### src/rtl/core/rbd_pkg.sv
`timescale 1ns / 1ps
`default_nettype none
// ----------------------------------------------------------------------------
// rbd_pkg
// Shared constants and types of the rgba 2x2 box downsampler.
// ----------------------------------------------------------------------------
package rbd_pkg;

  localparam int MAX_WIDTH  = 4096;
  localparam int LINE_DEPTH = MAX_WIDTH / 2;
  localparam int COL_W      = $clog2(MAX_WIDTH);
  localparam int X_W        = $clog2(LINE_DEPTH);
  localparam int CFG_W_BITS = 13;
  localparam int CFG_H_BITS = 16;
  localparam int CFG_DATA_W = 16;
  localparam int NUM_CH     = 4;
  localparam int CH_W       = 8;
  localparam int PAIR_W     = CH_W + 1;
  localparam int QUAD_W     = CH_W + 2;

  typedef logic [0:0] cfg_idx_t;
  localparam cfg_idx_t CFG_IMG_WIDTH  = 1'b0;
  localparam cfg_idx_t CFG_IMG_HEIGHT = 1'b1;

  typedef logic [NUM_CH-1:0][CH_W-1:0]   pixel_t;
  typedef logic [NUM_CH-1:0][PAIR_W-1:0] pair_t;

  typedef struct packed {
    logic           we;
    logic           re;
    logic [X_W-1:0] addr;
    pair_t          wdata;
  } line_req_t;

  typedef struct packed {
    logic  valid;
    logic  use_line;
    logic  row_end;
    logic  image_end;
    pair_t pair;
  } item_t;

endpackage
`default_nettype wire

### src/rtl/core/rbd_scan_ctrl.sv
`timescale 1ns / 1ps
`default_nettype none
// ----------------------------------------------------------------------------
// rbd_scan_ctrl
// Configuration registers, raster counters, horizontal pair sum and the
// decode of what each accepted pixel does to the line store and the output.
// ----------------------------------------------------------------------------
module rbd_scan_ctrl (
  input  wire logic                           clk,
  input  wire logic                           rst_n,
  input  wire logic                           cfg_we,
  input  wire rbd_pkg::cfg_idx_t              cfg_index,
  input  wire logic [rbd_pkg::CFG_DATA_W-1:0] cfg_data,
  input  wire logic                           in_valid,
  input  wire logic                           in_ready,
  input  wire rbd_pkg::pixel_t                px,
  output rbd_pkg::item_t                      item,
  output rbd_pkg::line_req_t                  line_req
);

  localparam int WB = rbd_pkg::CFG_W_BITS;
  localparam int HB = rbd_pkg::CFG_H_BITS;
  localparam int CW = rbd_pkg::COL_W;
  localparam int XW = rbd_pkg::X_W;

  logic [WB-1:0]   src_w_r;
  logic [HB-1:0]   src_h_r;
  logic [CW-1:0]   col_r, col_nxt;
  logic [HB-1:0]   row_r, row_nxt;
  rbd_pkg::pixel_t acc_r;

  logic [WB-1:0]   w_eff, w_m1;
  logic [WB-2:0]   w_half, dw_m1;
  logic [HB-1:0]   h_eff, h_m1;
  logic [HB-2:0]   h_half, dh_m1, y, y_eff;
  logic [XW-1:0]   x;
  logic            w_one, h_one, pair_done, in_rows, emit, store, accept;
  rbd_pkg::pair_t  pair;

  always_comb begin
    w_eff = src_w_r;
    if (src_w_r == '0) begin
      w_eff = WB'(1);
    end else if (src_w_r > WB'(rbd_pkg::MAX_WIDTH)) begin
      w_eff = WB'(rbd_pkg::MAX_WIDTH);
    end
    h_eff  = (src_h_r == '0) ? HB'(1) : src_h_r;
    w_m1   = w_eff - WB'(1);
    h_m1   = h_eff - HB'(1);
    w_half = w_eff[WB-1:1];
    h_half = h_eff[HB-1:1];
    dw_m1  = (w_half == '0) ? '0 : w_half - (WB-1)'(1);
    dh_m1  = (h_half == '0) ? '0 : h_half - (HB-1)'(1);
    w_one  = (w_eff == WB'(1));
    h_one  = (h_eff == HB'(1));
  end

  always_comb begin
    x = col_r[CW-1:1];
    y = row_r[HB-1:1];
    if (w_one) begin
      pair_done = (col_r == '0);
    end else begin
      pair_done = col_r[0] && ({1'b0, x} < w_half);
    end
    for (int k = 0; k < rbd_pkg::NUM_CH; k++) begin
      if (w_one) begin
        pair[k] = {px[k], 1'b0};
      end else begin
        pair[k] = {1'b0, acc_r[k]} + {1'b0, px[k]};
      end
    end
    in_rows = (y < h_half);
    // a single-row image doubles its row, so every pair emits
    if (h_one) begin
      emit  = pair_done && (row_r == '0);
      store = 1'b0;
      y_eff = '0;
    end else begin
      emit  = pair_done && in_rows && row_r[0];
      store = pair_done && in_rows && !row_r[0];
      y_eff = y;
    end
  end

  assign accept = in_valid && in_ready;

  always_comb begin
    item.valid     = accept && emit;
    item.use_line  = !h_one;
    item.row_end   = ({1'b0, x} == dw_m1);
    item.image_end = ({1'b0, x} == dw_m1) && (y_eff == dh_m1);
    item.pair      = pair;

    line_req.we    = accept && store;
    line_req.re    = accept && emit && !h_one;
    line_req.addr  = x;
    line_req.wdata = pair;
  end

  // wrap on or beyond the last position
  always_comb begin
    col_nxt = col_r + CW'(1);
    row_nxt = row_r;
    if ({1'b0, col_r} >= w_m1) begin
      col_nxt = '0;
      row_nxt = (row_r >= h_m1) ? '0 : row_r + HB'(1);
    end
  end

  always_ff @(posedge clk) begin
    if (!rst_n) begin
      src_w_r <= WB'(1);
      src_h_r <= HB'(1);
      col_r   <= '0;
      row_r   <= '0;
      acc_r   <= '0;
    end else begin
      if (cfg_we) begin
        case (cfg_index)
          rbd_pkg::CFG_IMG_WIDTH:  src_w_r <= cfg_data[WB-1:0];
          rbd_pkg::CFG_IMG_HEIGHT: src_h_r <= cfg_data[HB-1:0];
          default: ;
        endcase
      end
      if (accept) begin
        col_r <= col_nxt;
        row_r <= row_nxt;
        if (!w_one && !col_r[0]) begin
          acc_r <= px;
        end
      end
    end
  end

endmodule
`default_nettype wire

### config.mk
export PLATFORM = sky130hd
export DESIGN_NAME = rbd_scan_ctrl
export DESIGN_NICKNAME = d
export VERILOG_FILES = /design/src/rtl/core/rbd_pkg.sv /design/src/rtl/core/rbd_scan_ctrl.sv
export SDC_FILE = /design/constraint.sdc
export NUM_CORES = 1
export LEC_CHECK = 0
export BUFFER_PORTS_ARGS = -buffer_cell sky130_fd_sc_hd__buf_2
export CORE_MARGIN = 8
export CORE_UTILIZATION = 59
export DETAILED_ROUTE_END_ITERATION = 10
export GPL_ROUTABILITY_DRIVEN = 0
export PLACE_DENSITY = 0.83
export SYNTH_ARGS = -nofsm -noshare
export SYNTH_HDL_FRONTEND = slang
export SYNTH_SLANG_ARGS = --single-unit
### constraint.sdc
create_clock -name clk -period 4.47 [get_ports clk]
set_input_delay 0.894 -clock clk [delete_from_list [all_inputs] [get_ports clk]]
set_output_delay 0.894 -clock clk [all_outputs]
set_load 0.01 [all_outputs]
; ---- After elaboration in Yosys (flattened, before gate mapping)
; Cells that the tools add are included.
[totals]
register_bits = 89
input_bits = 54
elab_cells = 68
[op_classes]
n_addsub = 10
order_cmp = 5
eq_ne = 4
n_mux = 15
bitwise = 1
reduce_logical = 25
[op_table]
columns = operator, n
row1 = adder 8 x 8 -> 9 bit, 4
row2 = two-way mux 9 bit, 4
row3 = zero test 16 bit, 2
row4 = two-way mux 16 bit, 2
row5 = two-way mux 15 bit, 2
row6 = two-way mux 13 bit, 2
row7 = zero test 12 bit, 2
row8 = two-way mux 12 bit, 2
row9 = adder 16 x 1 -> 16 bit (second input constant), 1
row10 = equality test 16 x 1 -> 1 bit (second input constant), 1
row11 = >= comparator 16 bit, 1
row12 = subtractor 16 x 1 -> 16 bit (second input constant), 1
row13 = equality test 15 bit, 1
row14 = zero test 15 bit, 1
row15 = less-than comparator 15 bit, 1
row16 = subtractor 15 x 1 -> 15 bit (second input constant), 1
row17 = equality test 13 x 1 -> 1 bit (second input constant), 1
row18 = >= comparator 12 x 13 -> 1 bit, 1
row19 = greater-than comparator 13 bit (second input constant), 1
row20 = zero test 13 bit, 1
row21 = subtractor 13 x 1 -> 13 bit (second input constant), 1
row22 = adder 12 x 1 -> 12 bit (second input constant), 1
row23 = equality test 11 x 12 -> 1 bit, 1
row24 = less-than comparator 11 x 12 -> 1 bit, 1
row25 = 6 further kinds, 24

; ---- Longest topological paths before layout
[logic_depth]
ltp_word = 11
depth_mapped = 19

; ---- Least setup slack after synthesis
; No wires, ideal clock.
[synth_timing]
path_kind = register to register
start = reg src_w_r[2]
end = reg row_r[13]
setup_time_ns = 0.070
t_arrival_ns = 4.046
required_time_ns = 4.400
slack_ns = 0.354
stages_incl_launch_ff = 19
period_less_slack_ns = 4.116
cell_sequence = dfxtp_1 -> or4_1 -> buf_6 -> nor2b_4 -> and3_1 -> o21ai_0 -> ha_1 -> clkbuf_1 -> nor4b_1 -> o21a_1 -> ha_1 -> nand4_1 -> nor2_1 -> nor2_1 -> a21o_1 -> a31oi_2 -> nand4_1 -> or4_1 -> a21oi_1
[synth_via]
elab_chain_len = 6
elab_cells_between_ends = 7
cone_classes = 1 x add/sub / 2 x order compare / 2 x mux / 2 x reduce/logical
[synth_rtl]
columns = item, line
row1 = from (decl), rbd_scan_ctrl.sv:26  ; logic [WB-1:0] src_w_r;
row2 = from (signal assigned), rbd_scan_ctrl.sv:121  ; rbd_pkg::CFG_IMG_WIDTH: src_w_r <= cfg_data[WB-1:0];
row3 = greater-than comparator 13 bit, rbd_scan_ctrl.sv:44  ; end else if (src_w_r > WB'(rbd_pkg::MAX_WIDTH)) begin
row4 = two-way mux 13 bit, rbd_scan_ctrl.sv:44
row5 = two-way mux 13 bit *, rbd_scan_ctrl.sv:42  ; if (src_w_r == '0) begin
row6 = subtractor 13 x 1 -> 13 bit *, rbd_scan_ctrl.sv:48  ; w_m1 = w_eff - WB'(1);
row7 = >= comparator 12 x 13 -> 1 bit *, rbd_scan_ctrl.sv:105  ; if ({1'b0, col_r} >= w_m1) begin
row8 = AND reduction 2 bit (no line) *, -
row9 = to (signal assigned), rbd_scan_ctrl.sv:128  ; row_r <= row_nxt;
row10 = to (decl), rbd_scan_ctrl.sv:29  ; logic [HB-1:0] row_r, row_nxt;
; Mark *: on every way between the ends. The rest lies on a longest branch, timed or not.
; A chain may end at the register's enable or synchronous reset.

==> flow_summary.ini <==
[run_status]
status = finished clean

[clocking]
hold_buffers = 0
cts-root-buf = clkbuf_16
cts_tree = done
postCtsSetupBuffers = 0
clkTransAtPathRegs_ps = 70
insertion_delay_ps = 350
max-clock-path-buffers = 2
cts_buffers = 9
h-tree-depth = 3
clkSinkCount = 89
cts_resized = 0

[flow_run]
cap_violations = 0

[routing]
routed_wl_um = 23500
dr.first_iter.drc_count = 816
drc = 0
wl_per_cell_um = 16.5
post_drt_via_cell_ratio = 5.92
ant_nets = 0
firstDrtPassIters = 5
num_vias = 8454

[timing]
fmax_ghz = 0.227
period_share_pct = 98.5
tns_ps = 0
slew_headroom_pct = 52.6
timing.final.ws_setup_ps = 68.5
worst_pin_slew_ps = 709
period_needed_ps = 4400
finalHoldViolCount = 0
fin_skew_ps = 7.99
report.final.slew_viol_count = 0
report.final.setup_viol = 0
rsz0062_at_grt = true

[floorplan]
die_h_um = 138
io_pins = 143
rows = 44
die_w_um = 138
die_area_mm2 = 0.0189
design.core.area_mm2 = 0.0145
initial_core_util_pct = 60.3

[yosys]
synthArstFlopShare_pct = 0
synth_flop_cell = dfxtp_1
synth_nets = 1331
yosysSeqAreaShare_pct = 20.4
yosysWarnings = 0
synth-edff-count = 0
syn_avg_cell_area_um2 = 7.41
syn-instance-count = 1178
synth_cell_type_count = 75
netlist_area_mm2 = 0.00873
ys_seq_elements = 89

[grt]
antenna_found_initial = 0
grt_max_degree = 62
overflow = 0
grt_pass1_vias = 8085
grt_first_pass_wirelength_um = 38500
grtUsageTotal_pct = 24.8

[placed_design]
port_buffers = 142
dp_hpwl_um = 17900
pre_cts_ws_ps = 271

[worst_setup_path]
cpPeakStageDelay_ps = 500
worst_setup_path_start_kind = flip-flop
critPathKind = reg -> out
cp_top_family = simple AND/OR/NAND/NOR gates
cp-end-kind = primary output
crit_chain = buf_4, nor4_4, and4_2, a31oi_1, o32ai_1, a21boi_2, nand4b_1, a221oi_2, nor4bb_2, buf_2
critPathSlowestCell = nor4_4
arrival_ps = 3510
crit_path_max_fanout = 21
crit_start = src_w_r[12]
reg2reg_from = src_w_r[2]
cp.required_ps = 3580
cp_num_buf_inv = 2

[final_layout]
fillers = 1253
syn_to_final_growth_pct = 9.10
n_antenna_cell = 0
drive_gt1_share_pct = 17.0
final_nets = 1391

[pwr]
power.density_mw_per_mm2 = 283
cellLeakagePower_nw = 4.14
irDropWorstVdd_mv = 0.230

[min_path]
min-delay-start = acc_r[12]
min_path_type = reg -> reg
[routing by layer]
layer,up-vias,wire (um),track usage [%]
met1,3890,10300,31.6
met5,-,0,0
li1,4171,-,-
met2,346,10900,40.9
met3,47,1790,4.96
met4,0,516,8.09
[state kept, by name, indices dropped and copies added, names as in the netlist]
register  flops
row_r        16
acc_r        32
src_h_r      16
src_w_r      13
col_r        12
[cells in the final DEF, fill, tap and decap left out, drive strengths merged, types with 5 or more instances in the layout]
cell,count
ha,95
o31ai,6
xor2,21
inv,63
nor2,92
nand3b,5
and2,10
nor2b,12
nand4,18
nand3,28
a21oi,76
xnor2,54
o22ai,8
nor3,21
a31oi,11
nor4b,5
o21ai,52
o21a,7
nand4b,5
a21o,25
or4,10
a211oi,5
nand2,185
nor4,12
or3,6
buf,161
clkbuf,11
nand2b,16
dfxtp,89
and3,10
a21boi,69
[final timing paths]
| path | endpoint | slack, ps | cells after the start |
|---|---|---|---|
| setup / recovery | item[36] | 70 | 10 |
| hold / removal | acc_r[12] | 470 | 2 |
| setup reg to reg | row_r[13] | 260 | 16 |
| hold reg to reg | acc_r[12] | 470 | 2 |
[layout make-up]
class                   count  area [um2]  share of cell area (%)
flip-flops and latches     89        1780                    18.7
repair buffers            161         853                    8.96
clock buffers              11         253                    2.65
multi-input cells         915        6110                    64.2
well taps                 184         230                    2.42
clock inverters             5        62.6                   0.657
inverters                  62         233                    2.44
[report_power, final]
| group | internal, mW | switching [mW] |
|---|---|---|
| logic | 0.422 | 0.607 |
| registers | 0.823 | 0.0364 |
| clock network | 0.467 | 0.339 |
[worst reg2reg max path: cells and delay by family (launching register included)]
| kind | cells | cell delay [ps] |
|---|---|---|
| AO/OA/AOI/OAI | 5 | 930 |
| adder cells (fa/ha/maj) | 2 | 560 |
| flip-flops | 1 | 350 |
| AND/OR/NAND/NOR | 9 | 2300 |
[synthesized netlist by cell type, types with 5 or more instances]
library cell / instances / area [um2]
nor2_1: 92 / 345
and3_1: 10 / 62.6
o22ai_1: 8 / 50.1
o21ai_0: 49 / 245
nand4b_1: 5 / 43.8
a31oi_1: 10 / 62.6
a21o_1: 25 / 188
a211oi_1: 5 / 37.5
buf_4: 50 / 375
or4_1: 6 / 45.0
or3_1: 6 / 37.5
buf_2: 15 / 75.1
and2_1: 10 / 62.6
xor2_1: 21 / 184
nand2b_1: 16 / 100
dfxtp_1: 89 / 1780
nand3_1: 28 / 140
a21boi_0: 68 / 510
a21oi_1: 76 / 380
nor3_1: 16 / 80.1
ha_1: 95 / 1190
nor4_1: 10 / 62.6
nor2b_1: 11 / 68.8
inv_1: 61 / 229
nand4_1: 18 / 113
o31ai_1: 6 / 45.0
nand2_1: 185 / 694
o21a_1: 7 / 52.6
nand3b_1: 5 / 37.5
clkbuf_1: 42 / 158
xnor2_1: 54 / 473
[kinds of logic after synthesis]
kind of cell | Yosys count | synth area share, %
adder cells (fa/ha/maj) | 99 | 14.5
buffers and inverters | 174 | 10.0
AO/OA/AOI/OAI | 290 | 21.6
AND/OR/NAND/NOR | 447 | 25.4
multiplexers | 4 | 0.487
flip-flops | 89 | 20.4
XOR/XNOR | 75 | 7.52
[through the flow]
step | util (%) | cell area, um2 | std cells | power [mW] | hold slack [ps]
2_1_floorplan | - | 8730 | 1178 | 1.66 | 443
3_3_place_gp | 63.4 | 9180 | 1411 | 1.88 | 455
3_5_place_dp | 63.4 | 9180 | 1411 | 1.89 | 465
4_1_cts | 65.6 | 9500 | 1427 | 2.70 | 474
5_1_grt | 65.8 | 9530 | 1427 | 2.84 | 489
6_report | 65.8 | 9530 | 1427 | 2.70 | 470
No activity file was read; power rests on OpenSTA's default activity.
