**src/rtl/core/rbd_pkg.sv**
```systemverilog
`timescale 1ns / 1ps
`default_nettype none
// ----------------------------------------------------------------------------
// rbd_pkg
// Shared constants and types of the rgba 2x2 box downsampler.
// ----------------------------------------------------------------------------
package rbd_pkg;

  localparam int MAX_WIDTH  = 4096;
  localparam int LINE_DEPTH = MAX_WIDTH / 2;
  localparam int COL_W      = $clog2(MAX_WIDTH);
  localparam int X_W        = $clog2(LINE_DEPTH);
  localparam int CFG_W_BITS = 13;
  localparam int CFG_H_BITS = 16;
  localparam int CFG_DATA_W = 16;
  localparam int NUM_CH     = 4;
  localparam int CH_W       = 8;
  localparam int PAIR_W     = CH_W + 1;
  localparam int QUAD_W     = CH_W + 2;

  typedef logic [0:0] cfg_idx_t;
  localparam cfg_idx_t CFG_IMG_WIDTH  = 1'b0;
  localparam cfg_idx_t CFG_IMG_HEIGHT = 1'b1;

  typedef logic [NUM_CH-1:0][CH_W-1:0]   pixel_t;
  typedef logic [NUM_CH-1:0][PAIR_W-1:0] pair_t;

  typedef struct packed {
    logic           we;
    logic           re;
    logic [X_W-1:0] addr;
    pair_t          wdata;
  } line_req_t;

  typedef struct packed {
    logic  valid;
    logic  use_line;
    logic  row_end;
    logic  image_end;
    pair_t pair;
  } item_t;

endpackage
`default_nettype wire

```
**src/rtl/core/rbd_in_if.sv**
```systemverilog
`timescale 1ns / 1ps
`default_nettype none


// ----------------------------------------------------------------------------
// rbd_out_if
// Downsampled pixel channel with row and image end markers.
// ----------------------------------------------------------------------------
interface rbd_out_if;
  logic                 valid;
  logic                 ready;
  logic [rbd_pkg::CH_W-1:0] red_out;
  logic [rbd_pkg::CH_W-1:0] green_out;
  logic [rbd_pkg::CH_W-1:0] blue_out;
  logic [rbd_pkg::CH_W-1:0] alpha_out;
  logic                 row_end;
  logic                 image_end;

  modport source (output valid, output red_out, output green_out, output blue_out,
                  output alpha_out, output row_end, output image_end, input ready);
  modport sink   (input valid, input red_out, input green_out, input blue_out,
                  input alpha_out, input row_end, input image_end, output ready);
endinterface
`default_nettype wire

```
**src/rtl/core/rbd_combine.sv**
```systemverilog
`timescale 1ns / 1ps
`default_nettype none
// ----------------------------------------------------------------------------
// rbd_combine
// Holds an emitting pixel while its line entry is read, adds the two pair
// sums, divides by four and drives the output register.
// ----------------------------------------------------------------------------
module rbd_combine (
  input  wire logic           clk,
  input  wire logic           rst_n,
  input  wire rbd_pkg::item_t item,
  input  wire rbd_pkg::pair_t line_rd,
  output logic                in_ready,
  rbd_out_if.source           out_pix
);

  localparam int QW = rbd_pkg::QUAD_W;

  logic            s1_valid_r;
  rbd_pkg::item_t  s1_item_r;
  logic            out_valid_r;
  rbd_pkg::pixel_t out_px_r, out_px_nxt;
  logic            out_row_end_r, out_image_end_r;
  logic            out_free, s1_free;
  logic [QW-1:0]   quad;

  assign out_free = !out_valid_r || out_pix.ready;
  assign s1_free  = !s1_valid_r || out_free;
  assign in_ready = s1_free;

  always_comb begin
    quad = '0;
    for (int k = 0; k < rbd_pkg::NUM_CH; k++) begin
      if (s1_item_r.use_line) begin
        quad = {1'b0, line_rd[k]} + {1'b0, s1_item_r.pair[k]};
      end else begin
        quad = {s1_item_r.pair[k], 1'b0};
      end
      out_px_nxt[k] = quad[QW-1:2];
    end
  end

  always_ff @(posedge clk) begin
    if (!rst_n) begin
      s1_valid_r  <= 1'b0;
      out_valid_r <= 1'b0;
    end else begin
      if (s1_free) begin
        s1_valid_r <= item.valid;
      end
      if (out_free) begin
        out_valid_r <= s1_valid_r;
      end
    end
  end

  always_ff @(posedge clk) begin
    if (s1_free && item.valid) begin
      s1_item_r <= item;
    end
    if (out_free && s1_valid_r) begin
      out_px_r        <= out_px_nxt;
      out_row_end_r   <= s1_item_r.row_end;
      out_image_end_r <= s1_item_r.image_end;
    end
  end

  assign out_pix.valid     = out_valid_r;
  assign out_pix.red_out   = out_px_r[0];
  assign out_pix.green_out = out_px_r[1];
  assign out_pix.blue_out  = out_px_r[2];
  assign out_pix.alpha_out = out_px_r[3];
  assign out_pix.row_end   = out_row_end_r;
  assign out_pix.image_end = out_image_end_r;

endmodule
`default_nettype wire

```
**src/flat_wrapper.sv**
```systemverilog
// flat-port wrapper written by rule: the top's interface ports become plain ports
module rbd_combine_flat 
  (clk, rst_n, item, line_rd, in_ready, out_pix_valid, out_pix_red_out, out_pix_green_out, out_pix_blue_out, out_pix_alpha_out, out_pix_row_end, out_pix_image_end, out_pix_ready);
  rbd_out_if out_pix_i ();
  input  wire logic clk;
  input  wire logic rst_n;
  input  wire rbd_pkg::item_t item;
  input  wire rbd_pkg::pair_t line_rd;
  output logic in_ready;
  output wire logic [$bits(out_pix_i.valid)-1:0] out_pix_valid;
  output wire logic [$bits(out_pix_i.red_out)-1:0] out_pix_red_out;
  output wire logic [$bits(out_pix_i.green_out)-1:0] out_pix_green_out;
  output wire logic [$bits(out_pix_i.blue_out)-1:0] out_pix_blue_out;
  output wire logic [$bits(out_pix_i.alpha_out)-1:0] out_pix_alpha_out;
  output wire logic [$bits(out_pix_i.row_end)-1:0] out_pix_row_end;
  output wire logic [$bits(out_pix_i.image_end)-1:0] out_pix_image_end;
  input wire logic [$bits(out_pix_i.ready)-1:0] out_pix_ready;
  assign out_pix_valid = out_pix_i.valid;
  assign out_pix_red_out = out_pix_i.red_out;
  assign out_pix_green_out = out_pix_i.green_out;
  assign out_pix_blue_out = out_pix_i.blue_out;
  assign out_pix_alpha_out = out_pix_i.alpha_out;
  assign out_pix_row_end = out_pix_i.row_end;
  assign out_pix_image_end = out_pix_i.image_end;
  assign out_pix_i.ready = out_pix_ready;
  rbd_combine u_core (.clk(clk), .rst_n(rst_n), .item(item), .line_rd(line_rd), .in_ready(in_ready), .out_pix(out_pix_i));
endmodule
```
**config.mk**
```make
export PLATFORM = sky130hd
export DESIGN_NAME = rbd_combine_flat
export DESIGN_NICKNAME = d
export VERILOG_FILES = /design/src/rtl/core/rbd_pkg.sv /design/src/rtl/core/rbd_in_if.sv /design/src/rtl/core/rbd_combine.sv /design/src/flat_wrapper.sv
export SDC_FILE = /design/constraint.sdc
export NUM_CORES = 1
export LEC_CHECK = 0
export ABC_AREA = 1
export BUFFER_PORTS_ARGS = -buffer_cell sky130_fd_sc_hd__buf_2
export CAP_MARGIN = 10
export CORE_MARGIN = 2
export CORE_UTILIZATION = 45
export DETAILED_ROUTE_END_ITERATION = 12
export GPL_ROUTABILITY_DRIVEN = 0
export GPL_TIMING_DRIVEN = 1
export PLACE_DENSITY = 0.74
export REMOVE_ABC_BUFFERS = 1
export SYNTH_ARGS = -nofsm -noshare
export SYNTH_HDL_FRONTEND = slang
export SYNTH_SLANG_ARGS = --single-unit
```
**constraint.sdc**
```tcl
create_clock -name clk -period 2.7 [get_ports clk]
set_input_delay 0.54 -clock clk [delete_from_list [all_inputs] [get_ports clk]]
set_output_delay 0.54 -clock clk [all_outputs]
set_load 0.005 [all_outputs]
```
# Word-level counts from Yosys, hierarchy flattened
# Index checks and enable logic that the tools add are counted.
[word_totals]
reg_bits = 75
in_bits = 79
output_inout_bits = 36
word_cells = 29
[op_classes]
addsub = 4
muxes = 4
reduce_logical = 6
[ops]
columns = ["cell", "count"]
rows = [
  ["adder 9 x 9 -> 10 bit", 4],
  ["two-way mux 10 bit", 4],
  ["logical AND 1 bit", 2],
  ["logical NOT 1 bit", 2],
  ["logical OR 1 bit", 2],
]

# Logic depth before layout (Yosys ltp)
# Gate-level depths: netlist (run 1).
[depth]
depth_word = 4
mapped_depth = 10
depth_no_buf = 10

# Least setup slack after synthesis (run 1)
# OpenSTA, ideal clock, no wires.
[synth_timing]
kind = "in2reg"
startpoint = "input out_pix_ready"
endpoint = "register u_core.out_px_r, in the netlist u_core.out_pix.alpha_out[0] (enable)"
setup_ns = 0.436
arrival_ns = 2.264
required_time_ns = 2.264
path_slack_ns = 0.000
path_stages = 2
path_buffers = 0
path_cell_list = "inv_1 a21oi_1"
[synth_between]
elab_chain_len = 2
[synth_lines]
columns = ["element", "line", "source"]
rows = [
  ["start, declared", "flat_wrapper.sv:17", "input wire logic [$bits(out_pix_i.ready)-1:0] out_pix_ready;"],
  ["logical OR 1 bit", "rbd_combine.sv:27", "assign out_free = !out_valid_r || out_pix.ready;"],
  ["logical AND 1 bit", "rbd_combine.sv:61", "if (out_free && s1_valid_r) begin"],
  ["end signal, assigned", "rbd_combine.sv:62", "out_px_r <= out_px_nxt;"],
  ["end, declared", "rbd_combine.sv:22", "rbd_pkg::pixel_t out_px_r, out_px_nxt;"],
]
# No other way between the ends.
# A chain may end at the register's enable or synchronous reset.

==> results of run 1 <==
-- power groups by stage --
stage / clock [mW] / sequential, mW / combinational (mW)
after floorplan: 0 / 1.43 / 0.348
after global placement: 0 / 1.42 / 0.511
after detailed placement: 0 / 1.42 / 0.531
after CTS: 0.940 / 1.40 / 0.532
after global routing: 0.992 / 1.40 / 0.609
final: 0.918 / 1.40 / 0.532
-- cell usage in the layout, fill, tap and decap left out, drive strengths merged --
cell,n
a211oi,4
a21oi,22
buf,119
bufinv,2
clkbuf,10
clkinv,2
clkinvlp,2
dfxtp,2
edfxtp,73
ha,32
inv,48
nand2,145
nand3,39
nand4,4
nor2,30
o21ai,18
o21bai,4
xnor2,7
-- area by class of cell --
| class | count | area [sq um] | area share [%] |
|---|---|---|---|
| Clock inverter | 5 | 78.8 | 1.55 |
| Sequential cell | 75 | 2230 | 44.0 |
| Inverter | 49 | 184 | 3.63 |
| Clock buffer | 10 | 128 | 2.52 |
| Multi-Input combinational cell | 305 | 1700 | 33.6 |
| Tap cell | 108 | 135 | 2.67 |
| Timing Repair Buffer | 119 | 608 | 12.0 |
-- per-layer routing --
layer,vias to the layer above,global-route usage (%),wire length [um]
li1,1718,-,-
met1,1484,21.0,3560
met2,100,30.7,4220
met3,14,3.41,462
met4,0,8.64,158
met5,-,0,0
-- worst max path at each step --
| stage | cells after the start | slack [ns] | end |
|---|---|---|---|
| 2_1_floorplan | 2 | -0.0003 | u_core.out_pix.alpha_out[0]$_DFFE_PP_ |
| 3_3_place_gp | 10 | 0.87 | u_core.out_pix.alpha_out[6]$_DFFE_PP_ |
| 3_5_place_dp | 10 | 0.81 | u_core.out_pix.alpha_out[6]$_DFFE_PP_ |
| 4_1_cts | 10 | 1.06 | u_core.out_pix.red_out[4]$_DFFE_PP_ |
| 5_1_grt | 10 | 0.89 | u_core.out_pix.red_out[4]$_DFFE_PP_ |
| 6_report | 8 | 1.04 | u_core.out_pix.red_out[3]$_DFFE_PP_ |
-- cells by family after synthesis --
family          synth area share, %
simple gates                   22.8
flops                          54.0
buf+inv                        5.08
compound gates                 6.93
fa+ha+maj                      9.68
xor+xnor                       1.48
-- flip-flops by register name (all words and copies together), names as in the netlist --
| register | flops |
|---|---|
| u_core.out_pix.green_out | 8 |
| u_core.out_pix.blue_out | 8 |
| u_core.s1_valid_r | 1 |
| u_core.out_pix.red_out | 8 |
| u_core.out_pix.row_end | 1 |
| u_core.s1_item_r | 39 |
| u_core.out_pix.alpha_out | 8 |
| u_core.out_pix.image_end | 1 |
| u_core.out_pix.valid | 1 |
==> flow_summary.ini, run 1 <==
[yosys]
yosysSeqAreaShare_pct = 54.0
synth_top_cell_area_share_pct = 53.0
synth_area_leader_cell = edfxtp_1
synth-seq-cells = 75
async_flop_share_pct = 0
yosysUniqueCellTypes = 24
synth_ff_type = edfxtp_1
ys_warn_count = 0
synth_edf_count = 73
synth_area_leaders = edfxtp_1 53%, nand2_1 12%, ha_1 9.7%, nand3_1 4.5%, inv_1 4.1%
synth_common_cells = 133 x nand2_1, 73 x edfxtp_1, 45 x inv_1
syn_area_sq_mm = 0.00414
synth_area_per_cell_sq_um = 9.51
syn_inst = 435
synth.most_common_cell = nand2_1

[layout]
area_delta_synth_final_pct = 22.6
final_cells = 671
fin_area_sq_mm = 0.00507
antennaDiodeCount = 0
n_fill_cell = 737
finalNetCount = 670
drive_above_1_share_pct = 29.5
final_util_pct = 57.6

[power]
seq_power_share_pct = 49.1
power.density_mw_per_mm2 = 561
intPower_mw = 2.11
power.switching_mw = 0.741
p_comb_share_pct = 18.7
irDropWorstVdd_uv = 261
p_leak_nw = 2.39
power_mw = 2.85
clkPwrFrac_pct = 32.2
switching_share_pct = 26.0

[clock_network]
numCtsBuffers = 9
clkLatencyLatePin_ns = 0.34
clockRootBuffer = clkbuf_8
htreeDepth = 3
clock_path_buffers = 2
clkSinkCount = 75
cts_resized = 0
path_clk_slew_ns = 0.08
cts_tree = done
cts_hold_buf = 0
cts_setup_buffers = 0

[critical_path]
cp_max_fo = 4
crit_type = reg -> reg
crit_start = u_core.s1_item_r[2]$_DFFE_PP_
crit_family = simple AND/OR/NAND/NOR gates
worstRegToRegCells = 8
worstSetupStartpointType = flip-flop
path_common_cell = nand2_1
r2r_end = u_core.out_pix.red_out[3]$_DFFE_PP_
crit_slowest_cell = edfxtp_1
slowest_delay_ns = 0.43
critPathArrivalTime_ns = 1.77
rr_startpoint = u_core.s1_item_r[2]$_DFFE_PP_
path_cells = ha_1, nand4_1, nand2_2, nand3_1, nand2_1, nand2_1, nand3_1, nand2_1
crit_buf_inv = 0
r2r_setup_slack_ns = 1.04
cp.required_ns = 2.81
critical_path.endpoint_type = flip-flop

[sta]
setup_viol = 0
worst_slack_ns = 1.04
fin_skew_ns = 0.00900
rsz0062_at_grt = false
relSlewSlack_pct = 51.3
fmaxAchievable_mhz = 602
post-route-period-util_pct = 61.5
setup_tns_ns = 0
worst_pin_slew_ns = 0.730
fin_crit_ns = 1.66
whs_ns = 0.365
timing_hold_violations_final = 0
timing.final.max_slew_violations = 0

[global_routing]
grt_antenna_before_repair = 0
grt_pass1_vias = 3194
grt_max_degree = 45
grtUsageTotal_pct = 17.7
grt_pass1_wl_um = 13900
gr-total-overflow = 0

[drt]
drtAntennaViolNets = 0
vias = 3316
wl_per_cell_um = 12.5
drt-total-wl_um = 8400
drc = 0
via_per_inst = 4.94
drt_iter0_drc = 91
firstDrtPassIters = 5

[worst_hold_path]
holdCritStartpoint = item[1]
hold_depth = 1
hold_end = u_core.s1_item_r[1]$_DFFE_PP_
hp-class = in -> reg

[floorplan]
rows = 34
ioPinCount = 115
start_util_pct = 47.0
fp.dieW_um = 99.9
dieArea_sq_mm = 0.00997
core_region_area_sq_mm = 0.00881
die_y_um = 99.9

[placement]
place_ws_ns = 0.807
portBuffers = 114
dp_hpwl_um = 6450
dpl_cell_area_sq_mm = 0.00486
dp_cells = 656

[run_status]
status = complete, no violations

[job]
cap_violations = 0
(Power assumes the default switching activity.)
==> run 2, diff against run 1 <==
Settings changed: ABC_AREA 1 to 0, PLACE_DENSITY 0.74 to 0.72.
Clock period 2.7 ns to 1.7 ns, I/O delays scaled along.
==> run 2 against run 1 <==
Net effect: the run now ends with negative setup slack left; highest routed layer unchanged; register-to-register slack got worse by 1.1 ns; area after synthesis fell by 2.0%; sequential share of layout area fell by 4.0 points; combinational power rose by 99%; clock-buffer cell count did not move; total power rose by 64%; critical path depth fell by 3; fmax fell by 4.2%; first-iteration DRC count rose by 1.1%; worst setup slack got worse by 1.1 ns; hold slack got worse by 0.21 ns; synthesized cell count fell by 23%.
==> flow_summary.ini, run 2 <==
[run_status]
status = finished, violations left
violations = negative setup slack

[sta]
timing_hold_violations_final = 0
relSlewSlack_pct = 74.2
worst_slack_ns = -0.0342
timing.final.max_slew_violations = 0
whs_ns = 0.159
worst_pin_slew_ns = 0.382
setup_viol = 7
fin_crit_ns = 1.73
fmaxAchievable_mhz = 577
rsz0062_at_grt = true
post-route-period-util_pct = 102
fin_skew_ns = 0.00971

[yosys]
synth_edf_count = 73
ys_warn_count = 0
synth-seq-cells = 75
synth_ff_type = edfxtp_1
yosysSeqAreaShare_pct = 55.1
synth_area_leader_cell = edfxtp_1
syn_area_sq_mm = 0.00405
synth_common_cells = 73 x edfxtp_1, 39 x nand2_1, 32 x ha_1
synth_area_per_cell_sq_um = 12.1
yosysUniqueCellTypes = 35
synth_area_leaders = edfxtp_1 54%, ha_1 9.9%, nand2_1 3.6%, mux2_2 3.3%, a21oi_1 3.1%
async_flop_share_pct = 0
synth_top_cell_area_share_pct = 54.1
synth.most_common_cell = edfxtp_1
syn_inst = 334

[critical_path]
worstSetupStartpointType = flip-flop
crit_type = reg -> reg
critPathArrivalTime_ns = 1.83
cp_max_fo = 3
critical_path.endpoint_type = flip-flop
cp.required_ns = 1.80

[clock_network]
clockRootBuffer = clkbuf_8
path_clk_slew_ns = 0.09
numCtsBuffers = 9
cts_tree = done
cts_hold_buf = 0
clock_path_buffers = 2
htreeDepth = 3
clkLatencyLatePin_ns = 0.34
clkSinkCount = 75

[placement]
portBuffers = 114
dp_hpwl_um = 6680
place_ws_ns = -0.175

[global_routing]
grt_pass1_vias = 3172
grt_antenna_before_repair = 0
grtUsageTotal_pct = 18.9
gr-total-overflow = 0
grt_max_degree = 22
grt_pass1_wl_um = 14700

[layout]
mostFrequentLayoutCells = 114 x buf_2, 73 x edfxtp_1, 41 x buf_4
largest_reg_flops = 39
area_delta_synth_final_pct = 37.6
finalNetCount = 606
drive_above_1_share_pct = 47.4
antennaDiodeCount = 0
final_util_pct = 63.9
top_register = u_core.s1_item_r
final_common_cell = buf_2

[drt]
drc = 0
firstDrtPassIters = 4
wl_per_cell_um = 15.8
drt-total-wl_um = 9630
drtAntennaViolNets = 0
via_per_inst = 5.47
drt_iter0_drc = 92
vias = 3328

[floorplan]
die_y_um = 98.9
start_util_pct = 46.5
dieArea_sq_mm = 0.00978
fp.dieW_um = 98.9
rows = 34
core_region_area_sq_mm = 0.00872
ioPinCount = 115

[job]
cap_violations = 0

[worst_hold_path]
hp-class = in -> reg

[power]
irDropWorstVdd_uv = 596
power.density_mw_per_mm2 = 839
p_leak_nw = 2.29
power_mw = 4.68
-- run 2: final timing paths --
path	endpoint	slack, ns	from	cells after the start
worst min register to register	u_core.out_pix.image_end$_DFFE_PP_	0.43	u_core.s1_item_r[36]$_DFFE_PP_	0
worst max-delay path	u_core.out_pix.alpha_out[2]$_DFFE_PP_	-0.03	u_core.s1_item_r[28]$_DFFE_PP_	5
worst min-delay path	u_core.s1_item_r[37]$_DFFE_PP_	0.16	item[37]	1
worst max register to register	u_core.out_pix.alpha_out[2]$_DFFE_PP_	-0.03	u_core.s1_item_r[28]$_DFFE_PP_	5
-- run 2: what timing repair did --
item | in CTS | in global routing
endpoints found under the hold margin | 0 | 0
gates resized for setup | 18 | 43
setup buffers | 7 | 4
endpoints found under the setup margin | 20 | 27
pin swaps | 13 | 17
-- run 2: logic make-up (layout without fill, tap and decap cells) --
kind of cell / Yosys count / count (layout) / synth area share, %
AND/OR/NAND/NOR: 102 / 102 / 12.2
flip-flops: 75 / 75 / 55.1
buffers and inverters: 7 / 173 / 0.710
AO/OA/AOI/OAI: 90 / 90 / 15.2
multiplexers: 16 / 16 / 4.32
XOR/XNOR: 12 / 12 / 2.59
adder cells (fa/ha/maj): 32 / 32 / 9.88
-- run 2: stage by stage --
step	TNS (ns)	instances	cell area, sq um
after floorplan	-37.45	328	4030
after global placement	-1.03	581	4970
after detailed placement	-1.75	581	4970
after CTS	-0.0459	604	5360
after global routing	-1.22	608	5580
final	-0.115	608	5580
-- run 2: cell type report --
class,instances,area [sq um]
Clock inverter,6,72.6
Tap cell,108,135
Multi-Input combinational cell,252,2110
Sequential cell,75,2230
Clock buffer,10,128
Inverter,1,3.75
Fill cell,670,3150
Timing Repair Buffer,156,890
-- run 2: critical path, cell delays in order (launching register included) --
cell,delay [ns]
edfxtp_1,0.43
ha_4,0.30
nand3_1,0.09
a211oi_2,0.29
xor2_1,0.10
mux2_2,0.27
-- run 2: report_power, final --
group	internal, mW	switching (mW)	total, mW
Combinational	0.542	0.522	1.06
Sequential	2.18	0.0514	2.23
Clock	0.694	0.689	1.38
-- run 2: per-layer routing --
metal	global-route usage, %	up-vias	share of wire, %
met5	0	-	0
met4	5.48	0	1.4
met3	4.96	13	5.5
met2	33.6	98	53
met1	22.3	1581	41
li1	-	1636	-
==> run 3, diff against run 2 <==
Settings changed: CORE_MARGIN 2 to not set, PLACE_DENSITY 0.72 to not set, PLACE_DENSITY_LB_ADDON set to 0.05.
==> run 3 against run 2 <==
Net effect: the run still ends with negative setup slack left; total power is 4.6% higher; combinational power hardly changed; worst setup slack better by 0.016 ns; critical endpoint is now u_core.out_pix.blue_out[5]$_DFFE_PP_; clock-buffer cell count is 1 lower; register-to-register slack better by 0.02 ns; critical path depth stayed put; non-clock buffer count is 6 lower; highest routed layer unchanged; clock skew hardly changed; clock power is 16% higher; first-iteration DRC count is 20% higher; via count is 1.1% lower.
==> flow_summary.ini, run 3 (same netlist as run 2, synthesis figures left out) <==
[critical_path]
crit_start = u_core.s1_item_r[20]$_DFFE_PP_
crit_family = compound AO/OA/AOI/OAI gates
path_cells = ha_4, nand4_1, a21oi_1, o31a_1, o31ai_1
worstSetupStartpointType = flip-flop
crit_buf_inv = 0
path_depth = 5
worstRegToRegCells = 5
crit_type = reg -> reg
critical_path.endpoint_type = flip-flop
cp.required_ns = 1.78
cp_max_fo = 4
r2r_end = u_core.out_pix.blue_out[5]$_DFFE_PP_
cp-endpoint = u_core.out_pix.blue_out[5]$_DFFE_PP_
r2r_setup_slack_ns = -0.02
critPathArrivalTime_ns = 1.80
slowest_delay_ns = 0.43
rr_startpoint = u_core.s1_item_r[20]$_DFFE_PP_
crit_slowest_cell = edfxtp_1

[floorplan]
dieArea_sq_mm = 0.00939
ioPinCount = 115
start_util_pct = 46.5
rows = 34
core_region_area_sq_mm = 0.00872
fp.dieW_um = 96.9
die_y_um = 96.9

[sta]
relSlewSlack_pct = 77.3
rsz0062_at_grt = true
timing_hold_violations_final = 0
whs_ns = 0.165
post-route-period-util_pct = 101
fin_crit_ns = 1.72
setup_viol = 3
fin_skew_ns = 0.0102
fmaxAchievable_mhz = 582
worst_slack_ns = -0.0179
timing.final.max_slew_violations = 0
worst_pin_slew_ns = 0.340

[layout]
mostFrequentLayoutCells = 114 x buf_2, 73 x edfxtp_1, 39 x nand2_1
top_register = u_core.s1_item_r
antennaDiodeCount = 0
area_delta_synth_final_pct = 38.6
finalNetCount = 600
n_fill_cell = 681
final_common_cell = buf_2
largest_reg_flops = 39
drive_above_1_share_pct = 47.3

[drt]
vias = 3292
drt_iter0_drc = 110
drt-total-wl_um = 9270
via_per_inst = 5.48
drc = 0
firstDrtPassIters = 6
wl_per_cell_um = 15.4
drtAntennaViolNets = 0

[power]
p_leak_nw = 2.29
power.density_mw_per_mm2 = 871
power_mw = 4.89
irDropWorstVdd_uv = 402

[global_routing]
gr-total-overflow = 0
grtUsageTotal_pct = 19.3
grt_pass1_vias = 3199
grt_antenna_before_repair = 0
grt_max_degree = 35
grt_pass1_wl_um = 14400

[clock_network]
clkSinkCount = 75
clock_path_buffers = 2
clockRootBuffer = clkbuf_8
htreeDepth = 3
path_clk_slew_ns = 0.08
numCtsBuffers = 9
clkLatencyLatePin_ns = 0.34
cts_tree = done

[placement]
portBuffers = 114
place_ws_ns = -0.107
dp_hpwl_um = 6310

[run_status]
violations = negative setup slack
status = finished, violations left

[job]
cap_violations = 0

[worst_hold_path]
hold_depth = 1
hp-class = in -> reg
==> run 3: layout make-up <==
type                            instances  area [sq um]  area share [%]
Tap cell                              108           135            2.41
Clock buffer                            9           124            2.21
Multi-Input combinational cell        252          2160            38.5
Clock inverter                          6           105            1.87
Timing Repair Buffer                  150           853            15.2
Sequential cell                        75          2230            39.8
Inverter                                1          3.75          0.0669
==> run 3: per-stage QoR <==
| step | cells | util (%) | instance area [sq um] | TNS [ns] |
|---|---|---|---|---|
| finish | 601 | 64.4 | 5610 | -0.0295 |
| global route | 601 | 64.4 | 5610 | -1.05 |
| CTS | 596 | 61.1 | 5330 | -0.00324 |
| detailed placement | 579 | 57.0 | 4970 | -1.34 |
| global placement | 579 | 57.0 | 4970 | -0.807 |
| floorplan | 328 | - | 4030 | -37.45 |
==> run 3: what timing repair did <==
| item | CTS | global route |
|---|---|---|
| gates resized for setup | 15 | 50 |
| gates cloned | 0 | 0 |
| hold buffers | 0 | 0 |
| setup endpoints to repair | 17 | 26 |
| buffers inserted | 2 | 5 |
| pin swaps | 11 | 19 |
==> run 3: layer usage <==
layer / share of wire, % / routed length, um / global-route usage (%)
met2: 50 / 4680 / 33.4
met3: 5.3 / 492 / 4.84
met5: 0 / 0 / 0
met1: 43 / 3970 / 23.1
met4: 1.3 / 125 / 7.58
==> run 3: how the worst min path moves through the flow <==
stage	startpoint	endpoint	slack, ns
CTS	item[1]	u_core.s1_item_r[1]$_DFFE_PP_	0.15
finish	item[28]	u_core.s1_item_r[28]$_DFFE_PP_	0.17
global route	item[1]	u_core.s1_item_r[1]$_DFFE_PP_	0.14
global placement	u_core.s1_item_r[36]$_DFFE_PP_	u_core.out_pix.image_end$_DFFE_PP_	0.40
detailed placement	u_core.s1_item_r[37]$_DFFE_PP_	u_core.out_pix.row_end$_DFFE_PP_	0.41
floorplan	u_core.s1_item_r[36]$_DFFE_PP_	u_core.out_pix.image_end$_DFFE_PP_	0.40
==> run 3: where the power goes <==
group	leakage, nW	switching, mW	internal (mW)	total [mW]
logic	1.46	0.514	0.545	1.06
registers	0.718	0.0541	2.18	2.23
clock network	0.110	0.642	0.957	1.60
total	2.29	1.21	3.68	4.89
